==> src/rtl/ordered_value_list_top_macros.svh <==
// ----------------------------------------------------------------------------
// ordered value list assertion macros
// concurrent check wrappers, empty when synthesizing
// ----------------------------------------------------------------------------
`ifndef ORDERED_VALUE_LIST_TOP_MACROS_SVH
`define ORDERED_VALUE_LIST_TOP_MACROS_SVH

`ifndef SYNTHESIS
// plain property sampled on the block clock, off during reset
`define OVL_ASSERT(lbl, prop, msg) \
    lbl: assert property (@(posedge i_clk) disable iff (!i_rst_n) (prop)) else $error(msg);
// condition now implies consequence on the next clock
`define OVL_ASSERT_NEXT(lbl, ante, cons, msg) \
    lbl: assert property (@(posedge i_clk) disable iff (!i_rst_n) (ante) |=> (cons)) \
        else $error(msg);
// condition now implies consequence now
`define OVL_ASSERT_NOW(lbl, ante, cons, msg) \
    lbl: assert property (@(posedge i_clk) disable iff (!i_rst_n) (ante) |-> (cons)) \
        else $error(msg);
`else
`define OVL_ASSERT(lbl, prop, msg)
`define OVL_ASSERT_NEXT(lbl, ante, cons, msg)
`define OVL_ASSERT_NOW(lbl, ante, cons, msg)
`endif

`endif

==> src/rtl/ovl_pkg.sv <==
// ----------------------------------------------------------------------------
// ovl_pkg
// shared types and codes of the ordered value list
// ----------------------------------------------------------------------------
package ovl_pkg;

    localparam int DATA_W       = 32;
    localparam int POS_W        = 13;
    localparam int CAPACITY_DEF = 16;

    // request codes
    localparam logic [1:0] REQ_INS_FRONT = 2'd0;
    localparam logic [1:0] REQ_INS_BACK  = 2'd1;
    localparam logic [1:0] REQ_DELETE    = 2'd2;
    localparam logic [1:0] REQ_SEARCH    = 2'd3;

    // status codes
    localparam logic [1:0] ST_OK        = 2'd0;
    localparam logic [1:0] ST_NOT_FOUND = 2'd1;
    localparam logic [1:0] ST_EMPTY     = 2'd2;
    localparam logic [1:0] ST_FULL      = 2'd3;

    typedef struct packed {
        logic [1:0]               req_type;
        logic signed [DATA_W-1:0] item_value;
    } t_in_word;

    typedef struct packed {
        logic [1:0]       status;
        logic [POS_W-1:0] found_position;
    } t_out_word;

endpackage

==> src/rtl/ovl_ram.sv <==
// ----------------------------------------------------------------------------
// ovl_ram
// list storage, one write port and one registered read port
// ----------------------------------------------------------------------------
module ovl_ram #(
    parameter int DEPTH = ovl_pkg::CAPACITY_DEF,
    parameter int AW    = 4
) (
    input  logic                               i_clk,
    input  logic                               i_wr_en,
    input  logic [AW-1:0]                      i_wr_addr,
    input  logic signed [ovl_pkg::DATA_W-1:0]  i_wr_data,
    input  logic [AW-1:0]                      i_rd_addr,
    output logic signed [ovl_pkg::DATA_W-1:0]  o_rd_data
);

    logic signed [ovl_pkg::DATA_W-1:0] r_mem [DEPTH];
    logic signed [ovl_pkg::DATA_W-1:0] r_rd_data;

    always_ff @(posedge i_clk) begin
        if (i_wr_en) begin
            r_mem[i_wr_addr] <= i_wr_data;
        end
    end

    always_ff @(posedge i_clk) begin
        r_rd_data <= r_mem[i_rd_addr];
    end

    assign o_rd_data = r_rd_data;

endmodule

==> src/rtl/ordered_value_list_top.sv <==
// ----------------------------------------------------------------------------
// ordered_value_list_top
// bounded ordered list of signed values: insert front/back, delete, search
// ----------------------------------------------------------------------------
//  channel | direction | handshake                  | word
//  --------+-----------+----------------------------+---------------------------
//  in      | input     | i_in_valid / o_in_stall    | i_in_word  (t_in_word)
//  out     | output    | o_out_valid / i_out_stall  | o_out_word (t_out_word)
//
//  one request at a time; the list memory has a single read and a single write
//  port, so walks and shifts move one entry per clock
//  insert back and rejected requests: go from idle straight to the done state
//  search, delete, insert front: walk the list in the scan, down or up state first
//  reset leaves the list empty; storage contents are not cleared
//  a waiting result sits in the output register, the next request is taken
//  meanwhile and only its completion waits for the register to free up
// ----------------------------------------------------------------------------
`include "ordered_value_list_top_macros.svh"

module ordered_value_list_top #(
    parameter int CAPACITY = ovl_pkg::CAPACITY_DEF
) (
    input  logic               i_clk,
    input  logic               i_rst_n,
    input  logic               i_in_valid,
    output logic               o_in_stall,
    input  ovl_pkg::t_in_word  i_in_word,
    output logic               o_out_valid,
    input  logic               i_out_stall,
    output ovl_pkg::t_out_word o_out_word
);

    localparam int CNT_W = $clog2(CAPACITY + 1);
    localparam int IDX_W = (CAPACITY > 1) ? $clog2(CAPACITY) : 1;
    localparam int PW    = ovl_pkg::POS_W;

    // sequencer states
    localparam logic [2:0] S_IDLE = 3'd0;   // waiting for a request
    localparam logic [2:0] S_SCAN = 3'd1;   // walk from the front comparing
    localparam logic [2:0] S_DOWN = 3'd2;   // close the gap after a delete
    localparam logic [2:0] S_UP   = 3'd3;   // open a slot at the front
    localparam logic [2:0] S_DONE = 3'd4;   // hand result to output register

    logic [2:0]                        r_state, n_state;
    logic [1:0]                        r_op, n_op;
    logic signed [ovl_pkg::DATA_W-1:0] r_val, n_val;
    logic [CNT_W-1:0]                  r_cnt, n_cnt;
    logic [CNT_W-1:0]                  r_rptr, n_rptr;     // next entry to read
    logic                              r_rv, n_rv;         // read data in flight
    logic [IDX_W-1:0]                  r_ridx, n_ridx;     // entry of that data
    ovl_pkg::t_out_word                r_res, n_res;
    logic                              r_ovld, n_ovld;
    ovl_pkg::t_out_word                r_oword, n_oword;

    logic                              ram_we;
    logic [IDX_W-1:0]                  ram_waddr;
    logic signed [ovl_pkg::DATA_W-1:0] ram_wdata;
    logic [IDX_W-1:0]                  ram_raddr;
    logic signed [ovl_pkg::DATA_W-1:0] ram_rdata;

    logic                              full;
    logic                              empty;
    logic                              hit;
    logic [CNT_W-1:0]                  rptr_dec;
    logic                              cnt_step_ok;

    ovl_ram #(
        .DEPTH (CAPACITY),
        .AW    (IDX_W)
    ) u_ram (
        .i_clk     (i_clk),
        .i_wr_en   (ram_we),
        .i_wr_addr (ram_waddr),
        .i_wr_data (ram_wdata),
        .i_rd_addr (ram_raddr),
        .o_rd_data (ram_rdata)
    );

    assign full     = (r_cnt == CNT_W'(CAPACITY));
    assign empty    = (r_cnt == '0);
    // the one shared comparator: returned entry against the request value
    assign hit      = r_rv && (ram_rdata == r_val);
    assign rptr_dec = r_rptr - 1'b1;
    // entry count moves by at most one per clock
    assign cnt_step_ok = (n_cnt == r_cnt) || (n_cnt == r_cnt + 1'b1) || (n_cnt + 1'b1 == r_cnt);

    always_comb begin
        n_state   = r_state;
        n_op      = r_op;
        n_val     = r_val;
        n_cnt     = r_cnt;
        n_rptr    = r_rptr;
        n_rv      = r_rv;
        n_ridx    = r_ridx;
        n_res     = r_res;
        n_ovld    = r_ovld;
        n_oword   = r_oword;
        ram_we    = 1'b0;
        ram_waddr = '0;
        ram_wdata = r_val;
        ram_raddr = '0;

        // output word leaves when the consumer takes it
        if (r_ovld && !i_out_stall) begin
            n_ovld = 1'b0;
        end

        case (r_state)
            S_IDLE: begin
                if (i_in_valid) begin
                    n_op                 = i_in_word.req_type;
                    n_val                = i_in_word.item_value;
                    n_rv                 = 1'b0;
                    n_res.status         = ovl_pkg::ST_OK;
                    n_res.found_position = '0;
                    case (i_in_word.req_type)
                        ovl_pkg::REQ_INS_FRONT: begin
                            if (full) begin
                                n_res.status = ovl_pkg::ST_FULL;
                                n_state      = S_DONE;
                            end else begin
                                n_rptr  = r_cnt;
                                n_state = S_UP;
                            end
                        end
                        ovl_pkg::REQ_INS_BACK: begin
                            if (full) begin
                                n_res.status = ovl_pkg::ST_FULL;
                            end else begin
                                // append straight away, write port is free here
                                ram_we    = 1'b1;
                                ram_waddr = r_cnt[IDX_W-1:0];
                                ram_wdata = i_in_word.item_value;
                                n_cnt     = r_cnt + 1'b1;
                            end
                            n_state = S_DONE;
                        end
                        ovl_pkg::REQ_DELETE, ovl_pkg::REQ_SEARCH: begin
                            if (empty) begin
                                n_res.status = ovl_pkg::ST_EMPTY;
                                n_state      = S_DONE;
                            end else begin
                                n_rptr  = '0;
                                n_state = S_SCAN;
                            end
                        end
                        default: begin
                            n_state = S_IDLE;
                        end
                    endcase
                end
            end

            S_SCAN: begin
                n_rv = 1'b0;
                if (r_rptr < r_cnt) begin
                    ram_raddr = r_rptr[IDX_W-1:0];
                    n_rv      = 1'b1;
                    n_ridx    = r_rptr[IDX_W-1:0];
                    n_rptr    = r_rptr + 1'b1;
                end
                if (hit) begin
                    n_rv = 1'b0;
                    if (r_op == ovl_pkg::REQ_SEARCH) begin
                        n_res.found_position = PW'(r_ridx) + 1'b1;
                        n_state              = S_DONE;
                    end else begin
                        // shift later entries down by one, starting after the match
                        n_rptr  = CNT_W'(r_ridx) + 1'b1;
                        n_state = S_DOWN;
                    end
                end else if (!r_rv && (r_rptr == r_cnt)) begin
                    n_res.status = ovl_pkg::ST_NOT_FOUND;
                    n_state      = S_DONE;
                end
            end

            S_DOWN: begin
                n_rv = 1'b0;
                if (r_rv) begin
                    ram_we    = 1'b1;
                    ram_waddr = r_ridx - 1'b1;
                    ram_wdata = ram_rdata;
                end
                if (r_rptr < r_cnt) begin
                    ram_raddr = r_rptr[IDX_W-1:0];
                    n_rv      = 1'b1;
                    n_ridx    = r_rptr[IDX_W-1:0];
                    n_rptr    = r_rptr + 1'b1;
                end else if (!r_rv) begin
                    n_cnt   = r_cnt - 1'b1;
                    n_state = S_DONE;
                end
            end

            S_UP: begin
                n_rv = 1'b0;
                if (r_rv) begin
                    ram_we    = 1'b1;
                    ram_waddr = r_ridx + 1'b1;
                    ram_wdata = ram_rdata;
                end
                // walk from the back toward the front
                if (r_rptr != '0) begin
                    ram_raddr = rptr_dec[IDX_W-1:0];
                    n_rv      = 1'b1;
                    n_ridx    = rptr_dec[IDX_W-1:0];
                    n_rptr    = rptr_dec;
                end else if (!r_rv) begin
                    ram_we    = 1'b1;
                    ram_waddr = '0;
                    ram_wdata = r_val;
                    n_cnt     = r_cnt + 1'b1;
                    n_state   = S_DONE;
                end
            end

            S_DONE: begin
                if (!r_ovld || !i_out_stall) begin
                    n_oword = r_res;
                    n_ovld  = 1'b1;
                    n_state = S_IDLE;
                end
            end

            default: begin
                n_state = S_IDLE;
            end
        endcase
    end

    // control state
    always_ff @(posedge i_clk) begin
        if (!i_rst_n) begin
            r_state <= S_IDLE;
            r_cnt   <= '0;
            r_rv    <= 1'b0;
            r_ovld  <= 1'b0;
        end else begin
            r_state <= n_state;
            r_cnt   <= n_cnt;
            r_rv    <= n_rv;
            r_ovld  <= n_ovld;
        end
    end

    // payload
    always_ff @(posedge i_clk) begin
        r_op    <= n_op;
        r_val   <= n_val;
        r_rptr  <= n_rptr;
        r_ridx  <= n_ridx;
        r_res   <= n_res;
        r_oword <= n_oword;
    end

    assign o_in_stall  = (r_state != S_IDLE);
    assign o_out_valid = r_ovld;
    assign o_out_word  = r_oword;

    // checks
    `OVL_ASSERT(a_cnt_bound, r_cnt <= CNT_W'(CAPACITY), "entry count above capacity")
    `OVL_ASSERT_NEXT(a_accept_busy, i_in_valid && !o_in_stall, o_in_stall, "accept left no work")
    `OVL_ASSERT(a_cnt_step, cnt_step_ok, "entry count jumped")
    `OVL_ASSERT_NOW(a_load_from_done, $rose(r_ovld), $past(r_state) == S_DONE, "load outside done")
    `OVL_ASSERT_NOW(a_idle_no_read, !o_in_stall, !r_rv, "read in flight while idle")

endmodule

==> config.mk <==
export PLATFORM = sky130hd
export DESIGN_NAME = ordered_value_list_top
export DESIGN_NICKNAME = d
export VERILOG_FILES = /design/src/rtl/ovl_pkg.sv /design/src/rtl/ovl_ram.sv /design/src/rtl/ordered_value_list_top.sv
export VERILOG_INCLUDE_DIRS = /design/src /design/src/rtl
export SDC_FILE = /design/constraint.sdc
export NUM_CORES = 1
export LEC_CHECK = 0
export ABC_CLOCK_PERIOD_IN_PS = 3500
export CAP_MARGIN = 20
export CELL_PAD_IN_SITES_DETAIL_PLACEMENT = 1
export CELL_PAD_IN_SITES_GLOBAL_PLACEMENT = 2
export CORE_MARGIN = 2
export CORE_UTILIZATION = 43
export DETAILED_ROUTE_END_ITERATION = 8
export DONT_BUFFER_PORTS = 1
export GPL_TIMING_DRIVEN = 0
export PLACE_DENSITY_LB_ADDON = 0.2
export SKIP_LAST_GASP = 1
export SYNTH_ARGS = -nofsm -noshare
export SYNTH_HDL_FRONTEND = slang
export SYNTH_SLANG_ARGS = --single-unit
==> constraint.sdc <==
create_clock -name i_clk -period 3.5 [get_ports i_clk]
set_input_delay 0.35 -clock i_clk [delete_from_list [all_inputs] [get_ports i_clk]]
set_output_delay 0.35 -clock i_clk [all_outputs]
set_load 0.02 [all_outputs]
==> results.json, run 1 <==
{
  "status": "completed",
  "nFillCells": 5228,
  "vias_per_cell": 5.77,
  "final_area_um2": 29100,
  "ys_seq_elements": 611,
  "synth_area_per_cell_um2": 16.6,
  "synth_edf_count": 569,
  "ys_async_sr_fraction": 0,
  "netlist_instances": 1477,
  "pwr_density_cell_nw_per_um2": 716,
  "cts_made_buffers": 61,
  "io_buffers": 0,
  "final-hold-violation-count": 0,
  "path_class": "reg2reg",
  "vdd_drop_max_uv": 466,
  "gp_congestion": 0.824,
  "path_buf_inv": 5,
  "grt_pass1_vias": 15196,
  "worstPathArrival_ns": 3.93,
  "finalMaxSlewViolations": 0,
  "cts_sinks": 611,
  "post-route-period-util": 0.977,
  "post-route-util": 0.517,
  "grt_overflow": 0,
  "synth_warnings": 0,
  "finalSetupViolCount": 0,
  "crit_family": "buffers and inverters",
  "skew_ns": 0.0195,
  "cap_violations": 0,
  "hold_path.class": "in2reg",
  "cts_max_level": 2,
  "layout-drive-gt1-share": 0.201,
  "netlist_area_um2": 24500,
  "drtPass1Iterations": 6,
  "clk_latency_ns": 0.65,
  "seq_area_frac_synth": 0.733,
  "layout_min_cycle_time_ns": 3.42,
  "design.core.area_um2": 56300,
  "yosys.area.top_type": "edfxtp_1",
  "totalWireLength_um": 69900,
  "end_kind": "register",
  "tightest_slew_ns": 0.955,
  "cpPeakStageDelay_ns": 0.45,
  "wire_per_inst_um": 28.6,
  "ctsLongestPathBuffers": 3,
  "synthTopCellsByArea": "edfxtp_1, mux4_2, dfxtp_1, nand2_1, a21oi_1",
  "clkTransAtPathRegs_ns": 0.07,
  "dpl.hpwl_um": 46300,
  "drc": 0,
  "die_x_um": 242,
  "synth.top_cell.area_share": 0.699,
  "grt_max_degree": 33,
  "clock-root-buffer": "clkbuf_16",
  "nNetsFinal": 1691,
  "leakage_nw": 9.45,
  "required_ns": 4.01,
  "startpoint_type": "register",
  "drtAntennaViolNets": 0,
  "dieArea_um2": 58800,
  "synth.distinct_cells": 58,
  "area_delta_synth_final_pct": 19.0,
  "worstPathCellList": "ha_1 > and3_4 > o21ai_2 > and2_1 > buf_6 > ha_1 > a22oi_2 > buf_6 > buf_12 > buf_4 > buf_2 > a21oi_1 > a221o_1 > o211ai_1",
  "grtUsageTotal": 0.242,
  "max-slew-margin-rel": 0.360,
  "fmax_ghz": 0.292,
  "cts_tree": "yes",
  "die_y_um": 242,
  "grt_pass1_wl_um": 103000,
  "initial_core_util": 0.435,
  "setup_tns_ns": 0,
  "core.rowCount": 87,
  "ios": 55,
  "dpl-instance-area_um2": 25900,
  "dr.first_iter.drc_count": 1137,
  "antenna_found_initial": 3,
  "ys.flop_type": "edfxtp_1",
  "dr_total_vias": 14130,
  "crit_slowest_cell": "edfxtp_1",
  "critPathMaxFanout": 10
}
[worst paths after layout]
kind / from / to / slack, ns / cells past startpoint
max: r_rptr[4]$_DFFE_PP_ / u_ram.o_rd_data[30]$_DFF_P_ / 0.08 / 14
min: i_in_valid / r_op[0]$_DFFE_PP_ / 0.05 / 2
max reg2reg: r_rptr[4]$_DFFE_PP_ / u_ram.o_rd_data[30]$_DFF_P_ / 0.08 / 14
min reg2reg: r_res[4]$_SDFFCE_PN0P_ / o_out_word[4]$_DFFE_PP_ / 0.42 / 0
[report_power, final]
group | switching, mW | leakage (nW) | internal (mW)
combinational | 3.05 | 2.96 | 1.66
sequential | 0.359 | 5.51 | 9.10
clock | 2.83 | 0.979 | 3.83
total | 6.24 | 9.45 | 14.6
[state kept, by name, summed over array words and instances (netlist names), 2 cells and up]
register         cells
o_out_word           7
r_cnt                5
r_op                 2
r_res                7
r_ridx               4
r_rptr               5
r_state              3
r_val               32
u_ram.o_rd_data     32
u_ram.r_mem        512
[metal layers]
metal / track usage / share of wire / up-vias
li1: - / - / 6181
met1: 0.330 / 0.43 / 7423
met2: 0.397 / 0.49 / 411
met3: 0.0444 / 0.059 / 115
met4: 0.0746 / 0.028 / 0
met5: 0 / 0 / -
[cells in the final DEF, fill, tap and decap left out, types with 35 or more instances in the layout]
master,netlist,final
o211ai_1,35,35
xor2_1,38,38
buf_4,16,36
nand2_1,162,162
clkbuf_16,0,62
dfxtp_1,42,38
clkbuf_1,36,37
a21oi_1,87,87
inv_1,47,45
mux2i_1,36,36
edfxtp_1,569,569
mux4_2,64,64
dlygate4sd3_1,0,37
[Yosys cell counts, types with 10 or more instances]
library cell / n
a22oi_1: 36
edfxtp_1: 569
a32o_1: 32
buf_4: 16
mux2i_1: 36
xor2_1: 38
inv_1: 47
ha_1: 15
a222oi_1: 31
mux4_2: 64
clkbuf_1: 36
o21ai_0: 12
nand2_1: 162
a21oi_1: 87
nand3_1: 10
dfxtp_1: 42
o211ai_1: 35
nor2_1: 40
xnor2_1: 13
buf_2: 34
a221o_1: 32
[cell type report]
class | count | area (um^2) | area share
timing repair buffer | 90 | 1250 | 0.0430
multi-input combinational | 730 | 6100 | 0.210
buffer | 94 | 616 | 0.0212
clock inverter | 36 | 377 | 0.0129
inverter | 49 | 184 | 0.00632
clock buffer | 79 | 1680 | 0.0576
sequential | 611 | 17900 | 0.617
tap | 756 | 946 | 0.0325
antenna | 4 | 10.0 | 0.000344
[cell families (layout without fill, tap and decap cells)]
kind of cell               Yosys count  in the layout  share of synthesized area
other                                1             12                   0.000153
buffers and inverters              143            348                     0.0286
and+or+nand+nor                    263            263                     0.0480
xor gates and xnor gates            51             51                     0.0183
muxes                              100            100                     0.0737
DFF                                611            611                      0.733
AOI/OAI and AO/OA                  292            292                     0.0897
adders and majority gates           16             16                    0.00849
[worst reg2reg max path, stage by stage (launching register included)]
cell and delay, ns:
edfxtp_1 0.45, ha_1 0.34, and3_4 0.20, o21ai_2 0.07, and2_1 0.17, buf_6 0.15
ha_1 0.19, a22oi_2 0.19, buf_6 0.18, buf_12 0.17, buf_4 0.21, buf_2 0.32
a21oi_1 0.12, a221o_1 0.36, o211ai_1 0.19
[what timing repair did]
item	4_1_cts	5_1_grt
hold endpoints to repair	44	0
hold buffers	37	0
gates cloned	2	0
endpoints found under the setup margin	1015	681
gates resized for setup	53	21
pin swaps	26	5
buffers inserted	25	7
[through the flow]
stage	total power, mW	hold slack (ns)	cells	worst slack, ns
global route	21.6	0.0469	2446	-0.0246
detailed placement	13.9	0.409	2257	-0.581
floorplan	12.3	0.400	1484	-0.0312
CTS	20.8	0.0178	2436	-0.0541
finish	20.8	0.0490	2449	0.0795
global placement	13.8	0.403	2240	-2.71
Note: power is estimated with default switching activity, not from simulation.
==> run 2, diff against run 1 <==
--- a/config.mk
+++ b/config.mk
@@ -8,10 +8,8 @@
 export LEC_CHECK = 0
 export ABC_CLOCK_PERIOD_IN_PS = 3500
 export CAP_MARGIN = 20
-export CELL_PAD_IN_SITES_DETAIL_PLACEMENT = 1
-export CELL_PAD_IN_SITES_GLOBAL_PLACEMENT = 2
 export CORE_MARGIN = 2
-export CORE_UTILIZATION = 43
+export CORE_UTILIZATION = 45
 export DETAILED_ROUTE_END_ITERATION = 8
 export DONT_BUFFER_PORTS = 1
 export GPL_TIMING_DRIVEN = 0
==> results.json, run 2 (synthesis results as in run 1) <==
{
  "p_int_mw": 14.7,
  "crit_path_end": "u_ram.o_rd_data[28]$_DFF_P_",
  "nNetsFinal": 1686,
  "multi_input_area_um2": 6030,
  "clockPowerShare": 0.328,
  "pwr_density_cell_nw_per_um2": 715,
  "p_seq_frac": 0.458,
  "wire_per_inst_um": 27.1,
  "drtPass1Iterations": 6,
  "rsz0062_at_grt": "true",
  "cts_sinks": 611,
  "clk_latency_ns": 0.60,
  "dpl.hpwl_um": 42500,
  "drc": 0,
  "r2r_cells": 10,
  "die_y_um": 237,
  "grtUsageTotal": 0.234,
  "grt_pass1_wl_um": 95400,
  "startpoint_type": "register",
  "grt-busiest-layer": "met2",
  "finalSetupViolCount": 0,
  "clkTransAtPathRegs_ns": 0.06,
  "dr_total_vias": 14256,
  "startpoint": "r_cnt[1]$_SDFFE_PN0P_",
  "fmax_ghz": 0.293,
  "post-route-util": 0.537,
  "tightest_slew_ns": 1.00,
  "drtAntennaViolNets": 0,
  "layout_min_cycle_time_ns": 3.42,
  "cap_violations": 0,
  "max-slew-margin-rel": 0.326,
  "final_cell_mix": "edfxtp_1, nand2_1, a21oi_1",
  "report.power.total_mw": 20.7,
  "path_class": "reg2reg",
  "required_ns": 3.92,
  "design.core.area_um2": 53800,
  "gp_congestion": 0.908,
  "layout-drive-gt1-share": 0.181,
  "totalWireLength_um": 64500,
  "dieArea_um2": 56200,
  "io_buffers": 0,
  "vias_per_cell": 5.99,
  "grt_max_degree": 36,
  "cts_tree": "yes",
  "skew_ns": 0.0212,
  "worstPathArrival_ns": 3.84,
  "grt_use_met3": 0.0577,
  "grtUsageMet2": 0.377,
  "final_area_um2": 28900,
  "initial_core_util": 0.454,
  "finalMaxSlewViolations": 0,
  "power_frac_comb": 0.214,
  "ios": 55,
  "p_sw_frac": 0.291,
  "nFillCells": 4221,
  "area_delta_synth_final_pct": 18.3,
  "dr.first_iter.drc_count": 1753,
  "rrSetupSlack_ns": 0.08,
  "vdd_drop_max_uv": 386,
  "r2r_start": "r_cnt[1]$_SDFFE_PN0P_",
  "register_area_um2": 17900,
  "antenna_found_initial": 1,
  "cts_max_level": 3,
  "r2r-end": "u_ram.o_rd_data[28]$_DFF_P_",
  "die_x_um": 237,
  "ctsLongestPathBuffers": 3,
  "critPathMaxFanout": 10,
  "hold_path.class": "in2reg",
  "dpl-instance-area_um2": 26000,
  "grt_pass1_vias": 14453,
  "end_kind": "register",
  "use_met1": 0.315,
  "final_common_cell": "edfxtp_1",
  "power.switching_mw": 6.01,
  "largest_reg_flops": 512,
  "core.rowCount": 85,
  "final-hold-violation-count": 0,
  "top_register": "u_ram.r_mem",
  "cts_made_buffers": 66,
  "status": "completed",
  "leakage_nw": 9.44,
  "grt_overflow": 0,
  "post-route-period-util": 0.977,
  "clock-root-buffer": "clkbuf_16"
}
-- run 2: changes by cell type in the layout (fill, tap and decap cells not counted), sizes merged --
cell,delta
dlygate4sd3,-1
buf,-7
diode,-1
bufbuf,-1
clkbuf,+11
clkinvlp,-10
bufinv,-2
clkinv,+3
-- run 2: power by group through the flow --
stage          Clock (mW)  Sequential [mW]  Combinational [mW]
2_1_floorplan           0             9.50                2.77
3_3_place_gp            0             9.61                4.03
3_5_place_dp            0             9.62                4.17
4_1_cts              6.89             9.47                4.29
5_1_grt              7.17             9.51                4.79
6_report             6.78             9.47                4.43
-- run 2: worst max-delay path, cell delays in order, from the launching register on --
cell and delay, ns:
dfxtp_2 0.42, inv_1 0.11, ha_1 0.31, nor2b_1 0.13, o21ai_0 0.28, and3_1 0.37, nor3_1 0.09, a211o_1 0.51
clkbuf_1 0.46, a22oi_1 0.38, o211ai_1 0.17
-- run 2: worst min-delay path by stage --
| stage | from | endpoint | slack (ns) | cells after the start |
|---|---|---|---|---|
| after floorplan | r_res[0]$_SDFFCE_PN0P_ | o_out_word[0]$_DFFE_PP_ | 0.40 | 0 |
| after global routing | i_in_valid | r_rv$_SDFFE_PN0P_ | 0.09 | 3 |
| after global placement | r_res[3]$_SDFFCE_PN0P_ | o_out_word[3]$_DFFE_PP_ | 0.42 | 0 |
| final | i_in_word[32] | r_state[1]$_SDFFE_PN0P_ | 0.08 | 3 |
| after detailed placement | r_res[14]$_SDFFCE_PP0P_ | o_out_word[14]$_DFFE_PP_ | 0.41 | 0 |
| after CTS | i_in_valid | r_rv$_SDFFE_PN0P_ | 0.04 | 3 |
-- run 2: repair_timing --
item	4_1_cts	5_1_grt
hold endpoints to repair	44	0
hold buffers	36	0
resized for setup	16	23
setup buffers	18	9
pin swaps	15	2
setup endpoints to repair	293	539
gates cloned	0	0
-- run 2: area by class of cell --
| cell class | count | area share |
|---|---|---|
| diodes | 3 | 0.000260 |
| plain buffers | 93 | 0.0194 |
| clock buffers | 91 | 0.0651 |
| clock inverters | 27 | 0.00774 |
| inverters | 49 | 0.00636 |
| multi-input cells | 730 | 0.208 |
| flip-flops and latches | 611 | 0.620 |
| well taps | 696 | 0.0301 |
| repair buffers | 81 | 0.0425 |
-- run 2: per-stage QoR --
stage / hold slack (ns) / instances / TNS [ns] / setup slack (ns)
2_1_floorplan: 0.400 / 1484 / -5.89 / -0.0312
3_3_place_gp: 0.416 / 2180 / -1006.14 / -2.22
3_5_place_dp: 0.414 / 2198 / -35.01 / -0.550
4_1_cts: 0.0352 / 2369 / -0.0232 / -0.0232
5_1_grt: 0.0897 / 2379 / -0.0460 / -0.00670
6_report: 0.0818 / 2381 / 0 / 0.0814
-- run 2: per-layer routing --
layer | share of wire | routed length (um) | up-vias
met3 | 0.086 | 5570 | 115
li1 | - | - | 6196
met4 | 0.029 | 1890 | 0
met1 | 0.41 | 26400 | 7299
met5 | 0 | 0 | -
met2 | 0.47 | 30600 | 646
==> run 3, diff against run 2 <==
--- a/config.mk
+++ b/config.mk
@@ -8,8 +8,11 @@
 export LEC_CHECK = 0
 export ABC_CLOCK_PERIOD_IN_PS = 3500
 export CAP_MARGIN = 20
+export CELL_PAD_IN_SITES_DETAIL_PLACEMENT = 1
+export CELL_PAD_IN_SITES_GLOBAL_PLACEMENT = 2
+export CORE_ASPECT_RATIO = 0.6
 export CORE_MARGIN = 2
-export CORE_UTILIZATION = 45
+export CORE_UTILIZATION = 43
 export DETAILED_ROUTE_END_ITERATION = 8
 export DONT_BUFFER_PORTS = 1
 export GPL_TIMING_DRIVEN = 0
==> results.json, run 3 (synthesis results as in run 1) <==
{
  "status": "completed",
  "ctsLongestPathBuffers": 3,
  "top_register": "u_ram.r_mem",
  "design.core.area_um2": 56000,
  "fmax_ghz": 0.291,
  "final_common_cell": "edfxtp_1",
  "whs_endpoint": "r_rv$_SDFFE_PN0P_",
  "io_buffers": 0,
  "critPathMaxFanout": 10,
  "dr_total_vias": 14500,
  "drtAntennaViolNets": 0,
  "die_x_um": 312,
  "layout_min_cycle_time_ns": 3.43,
  "setup_slack_ns": 0.0689,
  "register_area_um2": 17900,
  "dieArea_um2": 58900,
  "post-route-util": 0.513,
  "rsz0062_at_grt": "true",
  "grt_pass1_vias": 14754,
  "r2r_cells": 10,
  "clock-root-buffer": "clkbuf_16",
  "dr.first_iter.drc_count": 1740,
  "drtPass1Iterations": 6,
  "nFillCells": 5286,
  "cts_max_level": 2,
  "drc": 0,
  "post-route-period-util": 0.980,
  "area_delta_synth_final_pct": 17.5,
  "r2r-end": "u_ram.o_rd_data[21]$_DFF_P_",
  "tightest_slew_ns": 0.951,
  "initial_core_util": 0.437,
  "preCtsSetupSlack_ns": -0.659,
  "r2r_start": "r_rptr[1]$_DFFE_PP_",
  "path_buf_inv": 3,
  "path_class": "reg2reg",
  "hold_path_depth": 3,
  "final_cell_mix": "edfxtp_1, nand2_1, a21oi_1",
  "clkTransAtPathRegs_ns": 0.07,
  "skew_ns": 0.0108,
  "grt_overflow": 0,
  "required_ns": 4.00,
  "grt_use_met3": 0.0470,
  "worstHoldStart": "i_in_valid",
  "crit_slowest_cell": "clkbuf_1",
  "use_met1": 0.390,
  "gp_congestion": 0.827,
  "hold_path.class": "in2reg",
  "cts_made_buffers": 56,
  "largest_reg_flops": 512,
  "final-hold-violation-count": 0,
  "dpl.hpwl_um": 48000,
  "pwr_density_cell_nw_per_um2": 714,
  "ios": 55,
  "startpoint_type": "register",
  "wire_per_inst_um": 29.7,
  "vias_per_cell": 5.93,
  "multi_input_area_um2": 6070,
  "cap_violations": 0,
  "crit_family": "buffers and inverters",
  "grtUsageTotal": 0.246,
  "leakage_nw": 9.35,
  "worstPathCellList": "inv_1 > ha_1 > nor4b_4 > or3_1 > and2_1 > buf_2 > clkbuf_1 > a21oi_1 > a221o_1 > o211ai_1",
  "max-slew-margin-rel": 0.366,
  "grt_max_degree": 34,
  "clk_latency_ns": 0.62,
  "layout-drive-gt1-share": 0.197,
  "vdd_drop_max_uv": 408,
  "totalWireLength_um": 72700,
  "grtUsageMet2": 0.350,
  "die_y_um": 189,
  "grt-busiest-layer": "met1",
  "grt_pass1_wl_um": 105000,
  "cpPeakStageDelay_ns": 0.63,
  "worstPathArrival_ns": 3.93,
  "rrSetupSlack_ns": 0.07,
  "end_kind": "register",
  "core.rowCount": 67,
  "cts_tree": "yes",
  "cts_sinks": 611,
  "nNetsFinal": 1690,
  "antenna_found_initial": 0,
  "finalMaxSlewViolations": 0,
  "finalSetupViolCount": 0
}
run 3: cell count changes in the layout (fill, tap and decap cells not counted), moves of 4 or more:
cell / change
clkinv_2: +5
buf_6: -4
a22oi_1: -13
buf_16: -14
clkbuf_16: -13
buf_12: +9
buf_4: +24
clkbuf_2: +4
a22oi_2: +13
clkbuf_1: -13
buf_2: -4
run 3: worst max-delay path by stage:
| stage | from | endpoint | slack, ns | depth (start not counted) |
|---|---|---|---|---|
| CTS | r_cnt[1]$_SDFFE_PN0P_ | u_ram.o_rd_data[21]$_DFF_P_ | -0.01 | 13 |
| global placement | r_state[0]$_SDFFE_PN0P_ | u_ram.r_mem[3][17]$_DFFE_PP_ | -2.90 | 7 |
| floorplan | r_state[0]$_SDFFE_PN0P_ | u_ram.r_mem[11][0]$_DFFE_PP_ | -0.03 | 7 |
| global route | r_state[0]$_SDFFE_PN0P_ | u_ram.r_mem[5][29]$_DFFE_PP_ | -0.04 | 8 |
| detailed placement | r_cnt[1]$_SDFFE_PN0P_ | u_ram.o_rd_data[21]$_DFF_P_ | -0.66 | 13 |
| finish | r_rptr[1]$_DFFE_PP_ | u_ram.o_rd_data[21]$_DFF_P_ | 0.07 | 10 |
run 3: final cells by class:
| cell class | instances | share of cell area |
|---|---|---|
| repair buffers | 96 | 0.0402 |
| clock inverters | 40 | 0.0132 |
| well taps | 759 | 0.0330 |
| clock buffers | 65 | 0.0507 |
| flip-flops and latches | 611 | 0.624 |
| inverters | 49 | 0.00640 |
| multi-input cells | 730 | 0.211 |
| diodes | 4 | 0.000348 |
| plain buffers | 92 | 0.0203 |
run 3: what timing repair did:
item	CTS	global route
hold endpoints to repair	44	0
endpoints found under the setup margin	1012	896
pin swaps	16	8
gates resized for setup	36	31
hold buffers	36	0
setup buffers	24	17
cloned	0	1
run 3: metrics by stage:
step / hold slack [ns] / setup TNS, ns / instance area [um^2] / std cells / total power [mW]
after floorplan: 0.400 / -5.89 / 24500 / 1484 / 12.3
after global placement: 0.405 / -1400.23 / 25400 / 2243 / 13.8
after detailed placement: 0.409 / -278.01 / 25900 / 2261 / 14.0
after CTS: 0.0256 / -0.0115 / 28500 / 2425 / 20.4
after global routing: 0.0601 / -0.520 / 28700 / 2442 / 21.3
final: 0.0612 / 0 / 28700 / 2446 / 20.5
run 3: metal layers:
layer	vias up	part of all wire	wire (um)
li1	6182	-	-
met1	7620	0.48	34600
met2	610	0.42	30800
met3	88	0.083	6020
met4	0	0.018	1320
met5	-	0	0
run 3: where the power goes:
group	switching, mW	internal [mW]	total (mW)
Sequential	0.396	9.10	9.50
Clock	2.74	3.50	6.24
Combinational	3.14	1.62	4.76
Total	6.28	14.2	20.5
run 3: tightest hold or removal path, cell delays in order:
cell and delay [ns]:
nor3_1 0.02, o21ai_0 0.16, a31oi_1 0.09
